[config.mk]
export PLATFORM = sky130hd
export DESIGN_NAME = linear_adsr_envelope_unit
export DESIGN_NICKNAME = d
export VERILOG_FILES = /design/src/rtl/lae_pkg.sv /design/src/rtl/lae_ctrl.sv /design/src/rtl/lae_datapath.sv /design/src/rtl/linear_adsr_envelope_unit.sv
export SDC_FILE = /design/constraint.sdc
export NUM_CORES = 2
export LEC_CHECK = 0
export BUFFER_PORTS_ARGS = -buffer_cell sky130_fd_sc_hd__buf_2
export CORE_ASPECT_RATIO = 1.4
export CORE_UTILIZATION = 35
export CTS_CLUSTER_SIZE = 40
export DETAILED_ROUTE_END_ITERATION = 16
export SYNTH_ARGS = -nofsm -noshare
export SYNTH_HDL_FRONTEND = slang
export SYNTH_HIERARCHICAL = 1
export SYNTH_SLANG_ARGS = --single-unit
[constraint.sdc]
create_clock -name i_clk -period 18.15 [get_ports i_clk]
set_input_delay 1.815 -clock i_clk [delete_from_list [all_inputs] [get_ports i_clk]]
set_output_delay 1.815 -clock i_clk [all_outputs]
set_load 0.03 [all_outputs]
[src/rtl/lae_pkg.sv]
// Shared types and constants for the linear ADSR envelope unit.
`default_nettype none

package lae_pkg;

    localparam int COUNT_BITS_DEF    = 24;
    localparam int ACC_FRAC_BITS_DEF = 30;

    localparam int GAIN_W     = 17;
    localparam int MS_W       = 16;
    localparam int RATE_W     = 18;
    localparam int DIV_W      = MS_W + RATE_W;
    localparam int DIV_CNT_W  = $clog2(DIV_W);
    localparam int CFG_IDX_W  = 3;
    localparam int CFG_DATA_W = 18;
    localparam int MS_PER_S   = 1000;

    localparam logic [GAIN_W-1:0] Q16_ONE = GAIN_W'(65536);

    localparam logic [CFG_IDX_W-1:0] CFG_ATTACK_MS  = 3'd0;
    localparam logic [CFG_IDX_W-1:0] CFG_DECAY_MS   = 3'd1;
    localparam logic [CFG_IDX_W-1:0] CFG_RELEASE_MS = 3'd2;
    localparam logic [CFG_IDX_W-1:0] CFG_SUSTAIN    = 3'd3;
    localparam logic [CFG_IDX_W-1:0] CFG_RATE       = 3'd4;

    localparam logic [MS_W-1:0]   RST_ATTACK_MS  = 16'd10;
    localparam logic [MS_W-1:0]   RST_DECAY_MS   = 16'd100;
    localparam logic [MS_W-1:0]   RST_RELEASE_MS = 16'd200;
    localparam logic [GAIN_W-1:0] RST_SUSTAIN    = 17'd49152;
    localparam logic [RATE_W-1:0] RST_RATE       = 18'd48000;

    localparam logic [1:0] OP_ATTACK  = 2'd0;
    localparam logic [1:0] OP_DECAY   = 2'd1;
    localparam logic [1:0] OP_RELEASE = 2'd2;

    typedef enum logic [2:0] {
        PH_IDLE    = 3'd0,
        PH_ATTACK  = 3'd1,
        PH_DECAY   = 3'd2,
        PH_SUSTAIN = 3'd3,
        PH_RELEASE = 3'd4
    } t_phase;

    typedef struct packed {
        logic       capture;
        logic       load_mul;
        logic       scale;
        logic       div_run;
        logic       cnt_end;
        logic       step_end;
        logic       apply;
        logic [1:0] op;
    } t_dp_cmd;

    typedef struct packed {
        logic div_last;
    } t_dp_stat;

endpackage

`default_nettype wire

[src/rtl/lae_ctrl.sv]
// Sequencing controller for the envelope unit: handshakes and division order.
`default_nettype none

module lae_ctrl
    import lae_pkg::*;
(
    input  wire logic     i_clk,
    input  wire logic     i_rst_n,
    input  wire logic     i_in_valid,
    input  wire logic     i_note_on,
    output logic          o_in_ready,
    output logic          o_out_valid,
    input  wire logic     i_out_ready,
    output t_dp_cmd       o_cmd,
    input  wire t_dp_stat i_stat
);

    typedef enum logic [2:0] {
        S_IDLE,
        S_MUL,
        S_SCALE,
        S_CNT_END,
        S_DIV,
        S_STEP_END,
        S_APPLY
    } t_state;

    t_state     r_state;
    logic [1:0] r_op;
    logic       r_out_valid;

    always_comb begin
        o_cmd          = '0;
        o_cmd.capture  = (r_state == S_IDLE) && i_in_valid;
        o_cmd.load_mul = (r_state == S_MUL);
        o_cmd.scale    = (r_state == S_SCALE);
        o_cmd.div_run  = (r_state == S_DIV);
        o_cmd.cnt_end  = (r_state == S_CNT_END);
        o_cmd.step_end = (r_state == S_STEP_END);
        o_cmd.apply    = (r_state == S_APPLY) && (!r_out_valid || i_out_ready);
        o_cmd.op       = r_op;
    end

    assign o_in_ready  = (r_state == S_IDLE);
    assign o_out_valid = r_out_valid;

    always_ff @(posedge i_clk) begin
        if (!i_rst_n) begin
            r_state     <= S_IDLE;
            r_op        <= OP_ATTACK;
            r_out_valid <= 1'b0;
        end else begin
            if (o_cmd.apply) begin
                r_out_valid <= 1'b1;
            end else if (i_out_ready) begin
                r_out_valid <= 1'b0;
            end
            case (r_state)
                S_IDLE: begin
                    if (i_in_valid) begin
                        r_state <= i_note_on ? S_MUL : S_APPLY;
                        r_op    <= OP_ATTACK;
                    end
                end
                S_MUL: begin
                    r_state <= S_SCALE;
                end
                S_SCALE: begin
                    r_state <= S_CNT_END;
                end
                S_CNT_END: begin
                    r_state <= S_DIV;
                end
                S_DIV: begin
                    if (i_stat.div_last) begin
                        r_state <= S_STEP_END;
                    end
                end
                S_STEP_END: begin
                    if (r_op == OP_RELEASE) begin
                        r_state <= S_APPLY;
                    end else begin
                        r_op    <= r_op + 2'd1;
                        r_state <= S_MUL;
                    end
                end
                S_APPLY: begin
                    if (o_cmd.apply) begin
                        r_state <= S_IDLE;
                    end
                end
                default: begin
                    r_state <= S_IDLE;
                end
            endcase
        end
    end

    a_op_range: assert property (@(posedge i_clk) disable iff (!i_rst_n)
        r_op != 2'd3)
        else $error("division op index out of range");

    a_apply_free: assert property (@(posedge i_clk) disable iff (!i_rst_n)
        o_cmd.apply |-> (!r_out_valid || i_out_ready))
        else $error("result overwrites an untaken transaction");

    a_busy_no_accept: assert property (@(posedge i_clk) disable iff (!i_rst_n)
        (r_state == S_DIV) |-> !o_in_ready && !o_cmd.apply)
        else $error("accept or apply during division");

endmodule

`default_nettype wire

[src/rtl/lae_datapath.sv]
// Envelope datapath: configuration, ms-to-sample scaling, step divider, ramp state.
`default_nettype none

module lae_datapath
    import lae_pkg::*;
#(
    parameter int COUNT_BITS    = COUNT_BITS_DEF,
    parameter int ACC_FRAC_BITS = ACC_FRAC_BITS_DEF
) (
    input  wire logic                  i_clk,
    input  wire logic                  i_rst_n,
    input  wire logic                  i_cfg_we,
    input  wire logic [CFG_IDX_W-1:0]  i_cfg_idx,
    input  wire logic [CFG_DATA_W-1:0] i_cfg_data,
    input  wire logic                  i_note_on,
    input  wire logic                  i_release_on,
    input  wire logic                  i_release_off,
    input  wire t_dp_cmd               i_cmd,
    output t_dp_stat                   o_stat,
    output logic [GAIN_W-1:0]          o_gain,
    output logic [2:0]                 o_phase,
    output logic                       o_release_pending
);

    localparam int ACC_W = ACC_FRAC_BITS + 1;
    localparam logic [ACC_W-1:0]      ACC_ONE   = ACC_W'(1) << ACC_FRAC_BITS;
    localparam logic [DIV_W-1:0]      CNT_MAX   = DIV_W'((64'd1 << COUNT_BITS) - 64'd1);
    localparam logic [COUNT_BITS-1:0] CNT_ONE   = COUNT_BITS'(1);

    // divide by 1000 as (p >> 3) / 125, the latter by reciprocal multiply
    localparam int          PRE_SHIFT   = 3;
    localparam int          SCALED_W    = DIV_W - PRE_SHIFT;
    localparam int          RECIP_SHIFT = 38;
    localparam int          RECIP_PROD_W = 63;
    localparam logic [31:0] RECIP_125   = 32'd2199023256;

    function automatic logic [GAIN_W-1:0] to_gain(input logic [ACC_W-1:0] a);
        logic [GAIN_W-1:0] g;
        g = a[ACC_FRAC_BITS -: GAIN_W];
        return (g > Q16_ONE) ? Q16_ONE : g;
    endfunction

    logic [MS_W-1:0]   r_attack_ms;
    logic [MS_W-1:0]   r_decay_ms;
    logic [MS_W-1:0]   r_release_ms;
    logic [GAIN_W-1:0] r_sustain;
    logic [RATE_W-1:0] r_rate;

    logic r_note;
    logic r_rel_on;
    logic r_rel_off;

    logic [DIV_W-1:0]      r_quo;
    logic [COUNT_BITS-1:0] r_rem;
    logic [COUNT_BITS-1:0] r_dvsr;
    logic [DIV_CNT_W-1:0]  r_itr;

    t_phase                r_phase;
    logic [ACC_W-1:0]      r_level;
    logic [COUNT_BITS-1:0] r_seg;
    logic [COUNT_BITS-1:0] r_decay_saved;
    logic [COUNT_BITS-1:0] r_release_saved;
    logic [ACC_W-1:0]      r_step [3];
    logic                  r_flag;

    logic [GAIN_W-1:0] r_out_gain;
    t_phase            r_out_phase;
    logic              r_out_flag;

    logic [MS_W-1:0]         w_ms;
    logic [DIV_W-1:0]        w_prod;
    logic [RECIP_PROD_W-1:0] w_recip_prod;
    logic [COUNT_BITS:0]     w_trial;
    logic                    w_ge;
    logic [COUNT_BITS-1:0]   w_cnt;
    logic [GAIN_W-1:0]       w_sus_q16;
    logic [ACC_W-1:0]        w_sus_acc;
    logic [DIV_W-1:0]        w_step_dvd;

    t_phase                w_eff_phase;
    logic [ACC_W-1:0]      w_eff_level;
    logic                  w_eff_flag;
    logic                  w_seg_last;
    t_phase                n_phase;
    logic [ACC_W-1:0]      n_level;
    logic [COUNT_BITS-1:0] n_seg;
    logic                  n_flag;
    logic [GAIN_W-1:0]     n_gain;

    always_comb begin
        case (i_cmd.op)
            OP_ATTACK: w_ms = r_attack_ms;
            OP_DECAY:  w_ms = r_decay_ms;
            default:   w_ms = r_release_ms;
        endcase
    end

    assign w_prod       = DIV_W'(w_ms) * DIV_W'(r_rate);
    assign w_recip_prod = RECIP_PROD_W'(r_quo[DIV_W-1:PRE_SHIFT])
                        * RECIP_PROD_W'(RECIP_125);
    assign w_trial = {r_rem, r_quo[DIV_W-1]};
    assign w_ge    = (w_trial >= {1'b0, r_dvsr});
    assign o_stat.div_last = (r_itr == DIV_CNT_W'(DIV_W - 1));

    always_comb begin
        if (r_quo > CNT_MAX) begin
            w_cnt = CNT_MAX[COUNT_BITS-1:0];
        end else if (r_quo == '0) begin
            w_cnt = CNT_ONE;
        end else begin
            w_cnt = r_quo[COUNT_BITS-1:0];
        end
    end

    assign w_sus_q16 = (r_sustain > Q16_ONE) ? Q16_ONE : r_sustain;
    assign w_sus_acc = ACC_W'(w_sus_q16) << (ACC_FRAC_BITS - 16);

    always_comb begin
        case (i_cmd.op)
            OP_ATTACK: w_step_dvd = DIV_W'(ACC_ONE);
            OP_DECAY:  w_step_dvd = DIV_W'(ACC_ONE - w_sus_acc);
            default:   w_step_dvd = DIV_W'(w_sus_acc);
        endcase
    end

    assign w_eff_phase = r_note ? PH_ATTACK : r_phase;
    assign w_eff_level = r_note ? '0 : r_level;
    assign w_eff_flag  = r_rel_on | (~r_rel_off & r_flag);
    assign w_seg_last  = (r_seg <= CNT_ONE);

    always_comb begin
        n_phase = w_eff_phase;
        n_level = w_eff_level;
        n_seg   = r_seg;
        n_flag  = w_eff_flag;
        n_gain  = '0;
        case (w_eff_phase)
            PH_ATTACK: begin
                n_gain = to_gain(w_eff_level);
                if (w_seg_last) begin
                    n_phase = PH_DECAY;
                    n_level = ACC_ONE;
                    n_seg   = r_decay_saved;
                end else begin
                    n_level = ACC_W'(w_eff_level + r_step[0]);
                    n_seg   = r_seg - CNT_ONE;
                end
            end
            PH_DECAY: begin
                n_gain  = to_gain(w_eff_level);
                n_level = (w_eff_level >= r_step[1]) ? w_eff_level - r_step[1] : '0;
                if (w_seg_last) begin
                    n_phase = PH_SUSTAIN;
                    n_seg   = '0;
                end else begin
                    n_seg = r_seg - CNT_ONE;
                end
            end
            PH_SUSTAIN: begin
                n_gain = w_sus_q16;
                if (w_eff_flag) begin
                    n_phase = PH_RELEASE;
                    n_level = w_sus_acc;
                    n_seg   = r_release_saved;
                end
            end
            PH_RELEASE: begin
                n_gain  = to_gain(w_eff_level);
                n_level = (w_eff_level >= r_step[2]) ? w_eff_level - r_step[2] : '0;
                if (w_seg_last) begin
                    n_phase = PH_IDLE;
                    n_level = '0;
                    n_seg   = '0;
                    n_flag  = 1'b0;
                end else begin
                    n_seg = r_seg - CNT_ONE;
                end
            end
            default: begin
                n_phase = PH_IDLE;
                n_gain  = '0;
            end
        endcase
    end

    always_ff @(posedge i_clk) begin
        if (!i_rst_n) begin
            r_attack_ms  <= RST_ATTACK_MS;
            r_decay_ms   <= RST_DECAY_MS;
            r_release_ms <= RST_RELEASE_MS;
            r_sustain    <= RST_SUSTAIN;
            r_rate       <= RST_RATE;
        end else if (i_cfg_we) begin
            case (i_cfg_idx)
                CFG_ATTACK_MS:  r_attack_ms  <= i_cfg_data[MS_W-1:0];
                CFG_DECAY_MS:   r_decay_ms   <= i_cfg_data[MS_W-1:0];
                CFG_RELEASE_MS: r_release_ms <= i_cfg_data[MS_W-1:0];
                CFG_SUSTAIN:    r_sustain    <= i_cfg_data[GAIN_W-1:0];
                CFG_RATE:       r_rate       <= i_cfg_data[RATE_W-1:0];
                default: begin
                end
            endcase
        end
    end

    always_ff @(posedge i_clk) begin
        if (i_cmd.capture) begin
            r_note    <= i_note_on;
            r_rel_on  <= i_release_on;
            r_rel_off <= i_release_off;
        end
        if (i_cmd.load_mul) begin
            r_quo <= w_prod;
        end else if (i_cmd.scale) begin
            r_quo <= DIV_W'(w_recip_prod[RECIP_PROD_W-1:RECIP_SHIFT]);
        end else if (i_cmd.cnt_end) begin
            r_quo  <= w_step_dvd;
            r_rem  <= '0;
            r_dvsr <= w_cnt;
            r_itr  <= '0;
        end else if (i_cmd.div_run) begin
            r_rem <= w_ge ? COUNT_BITS'(w_trial - {1'b0, r_dvsr})
                          : w_trial[COUNT_BITS-1:0];
            r_quo <= {r_quo[DIV_W-2:0], w_ge};
            r_itr <= r_itr + DIV_CNT_W'(1);
        end
        if (i_cmd.apply) begin
            r_out_gain  <= n_gain;
            r_out_phase <= n_phase;
            r_out_flag  <= n_flag;
        end
    end

    always_ff @(posedge i_clk) begin
        if (!i_rst_n) begin
            r_phase         <= PH_IDLE;
            r_level         <= '0;
            r_seg           <= '0;
            r_decay_saved   <= '0;
            r_release_saved <= '0;
            r_step[0]       <= '0;
            r_step[1]       <= '0;
            r_step[2]       <= '0;
            r_flag          <= 1'b0;
        end else begin
            if (i_cmd.cnt_end) begin
                case (i_cmd.op)
                    OP_ATTACK: r_seg           <= w_cnt;
                    OP_DECAY:  r_decay_saved   <= w_cnt;
                    default:   r_release_saved <= w_cnt;
                endcase
            end
            if (i_cmd.step_end) begin
                case (i_cmd.op)
                    OP_ATTACK: r_step[0] <= r_quo[ACC_W-1:0];
                    OP_DECAY:  r_step[1] <= r_quo[ACC_W-1:0];
                    default:   r_step[2] <= r_quo[ACC_W-1:0];
                endcase
            end
            if (i_cmd.apply) begin
                r_phase <= n_phase;
                r_level <= n_level;
                r_seg   <= n_seg;
                r_flag  <= n_flag;
            end
        end
    end

    assign o_gain            = r_out_gain;
    assign o_phase           = r_out_phase;
    assign o_release_pending = r_out_flag;

    a_level_bound: assert property (@(posedge i_clk) disable iff (!i_rst_n)
        r_level <= ACC_ONE)
        else $error("level above unity");

    a_seg_live: assert property (@(posedge i_clk) disable iff (!i_rst_n)
        (r_phase == PH_ATTACK || r_phase == PH_DECAY || r_phase == PH_RELEASE)
            |-> r_seg != '0)
        else $error("ramp phase with empty segment count");

    a_idle_quiet: assert property (@(posedge i_clk) disable iff (!i_rst_n)
        (r_phase == PH_IDLE) |-> (r_level == '0))
        else $error("idle with non-zero level");

endmodule

`default_nettype wire

[src/rtl/linear_adsr_envelope_unit.sv]
// Linear ADSR envelope unit: top level joining controller and datapath.
//
// Usage:
//   Input channel (i_in_valid / o_in_ready) carries one transaction per audio
//   sample: note_on, release_on, release_off. Output channel (o_out_valid /
//   i_out_ready) returns one transaction per input: gain (Q1.16), phase and
//   release_pending.
//   Configuration is a plain write port (i_cfg_we, i_cfg_idx, i_cfg_data);
//   write only while no transaction is in flight.
//   Without note_on, an accepted sample goes straight to the apply state,
//   where the result is registered once the output register is free.
//   With note_on, each of the three segments takes a registered ms x rate
//   multiply, a reciprocal multiply for the division by 1000 and one pass of
//   a shared radix-2 divider of 34 iterations for the ramp step, in the
//   order attack, decay, release, before the result is registered.
//   One transaction is in flight at a time; the next input is taken in the
//   cycle after the result is registered, even if that result is not taken.
//   Receiver stall: the result register holds; a further result waits until
//   it is taken, and input acceptance stops meanwhile.
//   Reset (synchronous, active low): envelope idle, level zero, release flag
//   clear, configuration at its default values.
`default_nettype none

module linear_adsr_envelope_unit
    import lae_pkg::*;
#(
    parameter int COUNT_BITS    = COUNT_BITS_DEF,
    parameter int ACC_FRAC_BITS = ACC_FRAC_BITS_DEF
) (
    input  wire logic                  i_clk,
    input  wire logic                  i_rst_n,
    input  wire logic                  i_cfg_we,
    input  wire logic [CFG_IDX_W-1:0]  i_cfg_idx,
    input  wire logic [CFG_DATA_W-1:0] i_cfg_data,
    input  wire logic                  i_in_valid,
    output logic                       o_in_ready,
    input  wire logic                  i_note_on,
    input  wire logic                  i_release_on,
    input  wire logic                  i_release_off,
    output logic                       o_out_valid,
    input  wire logic                  i_out_ready,
    output logic [GAIN_W-1:0]          o_gain,
    output logic [2:0]                 o_phase,
    output logic                       o_release_pending
);

    t_dp_cmd  w_cmd;
    t_dp_stat w_stat;

    lae_ctrl u_ctrl (
        .i_clk       (i_clk),
        .i_rst_n     (i_rst_n),
        .i_in_valid  (i_in_valid),
        .i_note_on   (i_note_on),
        .o_in_ready  (o_in_ready),
        .o_out_valid (o_out_valid),
        .i_out_ready (i_out_ready),
        .o_cmd       (w_cmd),
        .i_stat      (w_stat)
    );

    lae_datapath #(
        .COUNT_BITS    (COUNT_BITS),
        .ACC_FRAC_BITS (ACC_FRAC_BITS)
    ) u_datapath (
        .i_clk             (i_clk),
        .i_rst_n           (i_rst_n),
        .i_cfg_we          (i_cfg_we),
        .i_cfg_idx         (i_cfg_idx),
        .i_cfg_data        (i_cfg_data),
        .i_note_on         (i_note_on),
        .i_release_on      (i_release_on),
        .i_release_off     (i_release_off),
        .i_cmd             (w_cmd),
        .o_stat            (w_stat),
        .o_gain            (o_gain),
        .o_phase           (o_phase),
        .o_release_pending (o_release_pending)
    );

endmodule

`default_nettype wire

# == After elaboration in Yosys (flattened, before gate mapping) ==
# Memories as Yosys holds them, arrays and structs flattened.
# Cells that the tools add are included.
# totals
ramBits,93
output_inout_bits,23
latchBits,0
romBits,0
reg_bits,308
mem_count,1
# memory_table
name,words,word_bits,read_ports,rd_ports_with_merged_regs,write_ports,line_no,text
u_datapath.r_step,3,31,3,0,3,lae_datapath.sv:63,logic [ACC_W-1:0] r_step [3];
# classes
bitwise,9
add_sub_neg,8
n_div,0
n_shift,0
reduce_logical,29
magnitude_cmp,7
eq_ne,23
mux,63
multipliers,2
# op_table
cell,n
$mux W31,9
$mux W24,10
$mux W34,4
$pmux W31 S4,1
$pmux W24 S3,1
$pmux W34 S2,1
$ge A31 B31 Y1,2
$sub A31 B31 Y31,2
$mul A31 B29 Y60 const B,1
$gt A17 B17 Y1 const B,2
$gt A34 B24 Y1 const B,1
$logic_not A34 Y1,1
$mul A16 B18 Y34,1
$mux W17,2
$pmux W17 S2,1
$pmux W16 S2,1
$sub A31 B31 Y32 const A,1
$add A31 B31 Y31,1
$mux W3,10
$ge A25 B24 Y1,1
$le A24 B1 Y1 const B,1
$sub A24 B1 Y24 const B,1
$sub A24 B24 Y24,1
$pmux W3 S7,1
32 further kinds,84

# == Logic depth before layout (Yosys ltp) ==
# depth
depth_word,7
mapped_depth,30

# == Hierarchy ==
# The synthesis kept the hierarchy.
# modules_own_cells
module,cells_per_inst,area_each_um2,n_inst
lae_datapath,5320,47573.1,1
lae_ctrl,55,410.4,1

# == Worst setup path after synthesis ==
# No wires, ideal clock.
# synth_timing
kind,flip-flop to flip-flop
startpoint,reg u_ctrl.r_op[0]
endpoint,"reg u_datapath.r_quo[32], data pin"
t_arrival_ns,7.419
path_stages_with_launch,27
t_required_ns,17.894
path_slack_ns,10.475
n_path_buf,3
cell_sequence,dfxtp_1 > buf_1 > buf_1 > mux2i_1 > o21ai_1 > clkbuf_1 > nand2_1 > fa_1 > inv_1 > fa_1 > fa_1 > fa_1 > fa_1 > inv_1 > fa_1 > inv_1 > ha_1 > and3_1 > a221oi_1 > nand2_1 > o2111ai_1 > a31o_2 > a21oi_1 > o31a_1 > o41ai_1 > xnor2_1 > a22o_1
# synth_between
elab_chain_cells,5
# synth_rtl
item,line_no,text
from (decl),lae_ctrl.sv:29,logic [1:0] r_op;
from (signal assigned),lae_ctrl.sv:83,r_op <= r_op + 2'd1;
branches (longest 4 deep; another with $mul A16 B18 Y34),n/a,
$mux W34 (*),lae_datapath.sv:212,if (i_cmd.load_mul) begin
to (signal assigned),lae_datapath.sv:213,r_quo <= w_prod;
to (signal assigned),lae_datapath.sv:215,r_quo <= DIV_W'(w_recip_prod[RECIP_PROD_W-1:RECIP_SHIFT]);
to (signal assigned),lae_datapath.sv:217,r_quo <= w_step_dvd;
to (decl),lae_datapath.sv:53,logic [DIV_W-1:0] r_quo;
# Mark *: on every way between the ends.
# A chain may end at the register's enable or synchronous reset.

# == Worst setup path in the final report ==
# layout_timing
startpoint,reg u_datapath.r_quo[22]
endpoint,"reg u_datapath.r_quo[23], data pin"
# layout_between
elab_chain_cells,4
# layout_rtl
item,line_no,text
branches (longest 2 deep; another with $mul A31 B29 Y60),n/a,
$mux W34 (*),lae_datapath.sv:214,end else if (i_cmd.scale) begin
$mux W34 (*),lae_datapath.sv:212,
# Mark *: on every way between the ends. The select of a mux whose other input is x is not followed.

==> report_table.html <==
<table>
<tr><th>Metric</th><th>Value</th></tr>
<tr><th colspan="2">Cells and area</th></tr>
<tr><td>Net total in the final layout</td><td>6519</td></tr>
<tr><td>Fraction of layout cells with a size suffix above 1</td><td>0.04810</td></tr>
<tr><td>Layout-stage area growth over the synthesis result</td><td>8.183%</td></tr>
<tr><th colspan="2">Clock tree</th></tr>
<tr><td>Insertion delay to the later sink of the worst-skew pair</td><td>around 620 ps</td></tr>
<tr><td>TritonCTS Buffers</td><td>46</td></tr>
<tr><td>Clock Pin Slew Worst Setup and Hold Paths</td><td>around 60 ps</td></tr>
<tr><td>CTS HTree Levels</td><td>2</td></tr>
<tr><td>Buffer count from post-CTS setup fixing</td><td>0</td></tr>
<tr><td>TritonCTS clock tree</td><td>done</td></tr>
<tr><td>Maximum number of buffers from clock root to sink</td><td>3</td></tr>
<tr><td>Clock root buffer master</td><td>sky130_fd_sc_hd__clkbuf_16</td></tr>
<tr><td>Resized Gates After CTS</td><td>0</td></tr>
<tr><td>Hold bufs inserted after CTS</td><td>0</td></tr>
<tr><td>Sink Count</td><td>401</td></tr>
<tr><th colspan="2">Synthesis</th></tr>
<tr><td>Ys async rst share</td><td>0</td></tr>
<tr><td>Number of standard cells after synthesis</td><td>roughly 5400</td></tr>
<tr><td>Mapped Area</td><td>roughly 48000 µm²</td></tr>
<tr><td>Top_reg_cell synth</td><td>sky130_fd_sc_hd__edfxtp_1</td></tr>
<tr><td>Unique masters post-synth</td><td>roughly 90</td></tr>
<tr><td>Synthesized flop and latch total</td><td>roughly 400</td></tr>
<tr><td>Fraction of the yosys area taken by sequential cells</td><td>0.2101</td></tr>
<tr><td>Synthesized-area fraction occupied by xor and xnor cells</td><td>0.03140</td></tr>
<tr><td>Fraction of the mapped netlist area in compound gates</td><td>0.1434</td></tr>
<tr><td>Biggest area consumer among synthesized cells</td><td>sky130_fd_sc_hd__fa_1</td></tr>
<tr><td>Top post-synthesis cells by count</td><td>sky130_fd_sc_hd__inv_1, sky130_fd_sc_hd__ha_1, sky130_fd_sc_hd__nand2_1</td></tr>
<tr><td>Average instance area after synthesis</td><td>roughly 8.9 µm²</td></tr>
<tr><td>Simple-gate area share of the yosys netlist</td><td>0.1376</td></tr>
<tr><td>Proportion of netlist area held by the largest area contributor</td><td>0.2140</td></tr>
<tr><td>Number of synthesized flops with an enable pin</td><td>between 200 and 250</td></tr>
<tr><td>Largest cells by area after synthesis</td><td>sky130_fd_sc_hd__fa_1, sky130_fd_sc_hd__ha_1, sky130_fd_sc_hd__edfxtp_1</td></tr>
<tr><td>Count leader, synth</td><td>sky130_fd_sc_hd__inv_1</td></tr>
<tr><td>Mux contribution to synthesized area</td><td>0.01048</td></tr>
<tr><td>Net count of the mapped netlist</td><td>~6500</td></tr>
<tr><td>Yosys warns</td><td>6</td></tr>
<tr><td>Post-synthesis share of cell area spent on full adders, half adders and majority gates</td><td>0.3775</td></tr>
<tr><td>Main combinational cell family by area after synthesis</td><td>adder cells</td></tr>
<tr><th colspan="2">Critical path</th></tr>
<tr><td>Worst Path Max Fanout</td><td>13</td></tr>
<tr><td>Crit path from</td><td>u_datapath/r_quo[22]</td></tr>
<tr><td>Crit path launch type</td><td>register</td></tr>
<tr><td>Worst path cell trace</td><td>inv_1 -&gt; ha_1 -&gt; fa_1 -&gt; fa_1 -&gt; inv_1 -&gt; fa_1 -&gt; inv_1 -&gt; fa_1 -&gt; fa_1 -&gt; fa_1 -&gt; inv_1 -&gt; fa_1 -&gt; inv_1 -&gt; ha_1 -&gt; nand2_1 -&gt; nor3_1 -&gt; nand3_1 -&gt; a2111oi_2 -&gt; nor3b_1 -&gt; o41ai_1 -&gt; a21oi_1 -&gt; xor2_1 -&gt; o221ai_1</td></tr>
<tr><td>Critical R2R Launch</td><td>u_datapath/r_quo[22]</td></tr>
<tr><td>Crit path capture type</td><td>register</td></tr>
<tr><td>Most frequent cell on the critical path</td><td>sky130_fd_sc_hd__fa_1</td></tr>
<tr><td>WP data required</td><td>roughly 18000 ps</td></tr>
<tr><td>Flop-to-flop setup slack</td><td>9310 ps</td></tr>
<tr><td>Cell with the largest stage delay on the worst path</td><td>sky130_fd_sc_hd__a2111oi_2</td></tr>
<tr><td>Worst setup path category</td><td>reg -&gt; reg</td></tr>
<tr><td>Max stage delay on crit path</td><td>about 1000 ps</td></tr>
<tr><td>Arrival time of data at the critical path endpoint</td><td>between 9000 and 10000 ps</td></tr>
<tr><th colspan="2">Timing</th></tr>
<tr><td>Period utilisation layout</td><td>0.4872</td></tr>
<tr><td>Number of pins with negative max-slew slack in the final report</td><td>0</td></tr>
<tr><td>Post-route setup TNS</td><td>0 ps</td></tr>
<tr><td>Highest Clock Rate</td><td>approximately 110 MHz</td></tr>
<tr><td>Worst-Margin Slew</td><td>between 1000 and 1500 ps</td></tr>
<tr><td>Hold violation total from the final report</td><td>0</td></tr>
<tr><td>Relative slew slack</td><td>0.2175</td></tr>
<tr><td>Final period demand of the worst path</td><td>~8800 ps</td></tr>
<tr><td>Final setup violation count</td><td>0</td></tr>
<tr><td>Unrepaired setup endpoints after global routing</td><td>false</td></tr>
<tr><td>Layout Skew</td><td>slightly below 30 ps</td></tr>
<tr><th colspan="2">Floorplan</th></tr>
<tr><td>Die area</td><td>around 140000 µm²</td></tr>
<tr><td>Floorplan row count</td><td>160</td></tr>
<tr><td>DIE HEIGHT</td><td>approximately 440 µm</td></tr>
<tr><td>Floorplan core area</td><td>~140000 µm²</td></tr>
<tr><td>Horiz. Die Dim</td><td>~310 µm</td></tr>
<tr><td>Initial core utilization</td><td>0.3530</td></tr>
<tr><td>Number of placed I/O pins</td><td>52</td></tr>
<tr><th colspan="2">Placed design</th></tr>
<tr><td>Port Buf Inserts</td><td>51</td></tr>
<tr><td>GPL Wtd Cong</td><td>1.015</td></tr>
<tr><td>HPWL reported at the end of detailed placement</td><td>124500 µm</td></tr>
<tr><th colspan="2">Route</th></tr>
<tr><td>Detail-routed via count per cell</td><td>approximately 5.4</td></tr>
<tr><td>Detailed Route Iter0 Violations</td><td>roughly 2800</td></tr>
<tr><td>Number of vias after detailed routing</td><td>a little under 40000</td></tr>
<tr><td>Detailed Route WL</td><td>159800 µm</td></tr>
<tr><td>DR WL/cell</td><td>about 22 µm</td></tr>
<tr><td>Count of antenna-violating nets left after detailed routing</td><td>0</td></tr>
<tr><td>Count of TritonRoute iterations in the first routing pass</td><td>12</td></tr>
<tr><td>DRC violation count after routing</td><td>4</td></tr>
<tr><th colspan="2">Min path</th></tr>
<tr><td>HP Start</td><td>u_datapath/r_release_ms[8]</td></tr>
<tr><td>Type of the worst min-delay path</td><td>reg -&gt; reg</td></tr>
<tr><th colspan="2">Run status</th></tr>
<tr><td>Violated checks</td><td>design-rule violations</td></tr>
<tr><td>Outcome</td><td>finished with violations</td></tr>
<tr><th colspan="2">Global routing</th></tr>
<tr><td>Number of antenna violations at the first check in global routing</td><td>7</td></tr>
<tr><td>Pin count of the biggest net entering global routing</td><td>a little over 100</td></tr>
<tr><td>Via count of the first global-routing pass</td><td>around 40000</td></tr>
<tr><td>Wire length of the first global-routing pass</td><td>~240000 µm</td></tr>
<tr><td>Total gr overflow</td><td>0</td></tr>
<tr><td>Total global-route track usage</td><td>0.2292</td></tr>
<tr><th colspan="2">Run</th></tr>
<tr><td>Count of maximum capacitance violations</td><td>0</td></tr>
</table>
## metal layers
| metal | track usage | wire, µm |
|---|---|---|
| met1 | 0.2576 | 60000 |
| met2 | 0.4131 | 80940 |
| met3 | 0.02588 | 7847 |
| met4 | 0.1376 | 10990 |
| met5 | 0 | 45 |
## cells by family (layout without fill, tap and decap cells)
family | Yosys count | after routing
multiplexers | 50 | 50
adder cells (fa/ha/maj) | 1140 | 1140
flip-flops | 401 | 401
XOR/XNOR | 172 | 172
AO/OA/AOI/OAI | 1073 | 1073
buffers and inverters | 1137 | 1147
other | 0 | 4
AND/OR/NAND/NOR | 1402 | 1402
## final cells by class
class	count	area, µm²
diodes	4	10.01
flip-flops and latches	401	10080
well taps	1782	2230
repair buffers	131	858.3
inverters	933	3505
fillers	13762	84020
multi-input cells	3837	33690
clock buffers	58	1227
clock inverters	25	307.8
## final timing paths
kind | end | cells after the start
worst max-delay path | u_datapath/r_quo[23] | 23
worst min-delay path | u_datapath/r_release_ms[8] | 2
worst max register to register | u_datapath/r_quo[23] | 23
worst min register to register | u_datapath/r_release_ms[8] | 2
## through the flow
| stage | instance area (µm²) | instances | util | hold slack [ps] | setup slack [ps] |
|---|---|---|---|---|---|
| floorplan | 47980 | 5375 | - | 435.7 | 10470 |
| global placement | 50360 | 7084 | 0.3705 | 441.3 | 9490 |
| detailed placement | 50360 | 7084 | 0.3705 | 446.7 | 9367 |
| CTS | 51900 | 7167 | 0.3818 | 455.5 | 9355 |
| global route | 51900 | 7168 | 0.3818 | 470.8 | 8959 |
| finish | 51910 | 7171 | 0.3819 | 456.7 | 9307 |
## state kept, by name, indices dropped and copies added (netlist names), 17 cells and up
register,cells
u_datapath/r_dvsr,24
u_datapath/r_sustain,17
u_datapath/o_gain,17
u_datapath/r_rate,18
u_datapath/r_seg,24
u_datapath/r_quo,34
u_datapath/r_rem,24
u_datapath/r_decay_saved,24
u_datapath/r_level,31
u_datapath/r_release_saved,24
u_datapath/r_step,93
## cell usage in the layout, fill, tap and decap left out, types with 14 or more instances in the layout
cell,n
sky130_fd_sc_hd__edfxtp_1,205
sky130_fd_sc_hd__ha_1,627
sky130_fd_sc_hd__a211oi_1,77
sky130_fd_sc_hd__o31ai_1,14
sky130_fd_sc_hd__mux2i_1,48
sky130_fd_sc_hd__and2_1,102
sky130_fd_sc_hd__o21ai_0,192
sky130_fd_sc_hd__nand3_1,92
sky130_fd_sc_hd__nand2b_1,52
sky130_fd_sc_hd__o211ai_1,14
sky130_fd_sc_hd__and3_1,54
sky130_fd_sc_hd__xnor2_1,111
sky130_fd_sc_hd__o22ai_1,22
sky130_fd_sc_hd__o21bai_1,18
sky130_fd_sc_hd__nand2_1,564
sky130_fd_sc_hd__nor3_1,43
sky130_fd_sc_hd__clkbuf_16,47
sky130_fd_sc_hd__nor2b_1,89
sky130_fd_sc_hd__dfxtp_1,195
sky130_fd_sc_hd__a21oi_1,349
sky130_fd_sc_hd__inv_1,931
sky130_fd_sc_hd__buf_4,81
sky130_fd_sc_hd__o21ai_1,18
sky130_fd_sc_hd__nor2_1,279
sky130_fd_sc_hd__buf_2,50
sky130_fd_sc_hd__xor2_1,61
sky130_fd_sc_hd__a221oi_1,47
sky130_fd_sc_hd__nor4_1,20
sky130_fd_sc_hd__fa_1,513
sky130_fd_sc_hd__a21o_1,99
sky130_fd_sc_hd__nand4_1,38
sky130_fd_sc_hd__o21a_1,32
sky130_fd_sc_hd__a31oi_1,39
## worst max-delay path: cells and delay by family (launching register included)
family / cells / cell delay (ps)
adders and majority gates: 9 / 4200
AOI/OAI and AO/OA: 4 / 1880
buffers and inverters: 5 / 530
and+or+nand+nor: 4 / 870
DFF: 1 / 900
xor gates and xnor gates: 1 / 150
Power is not shown: default switching activity piles up to over one toggle a cycle in this logic, so the estimate is an artifact.
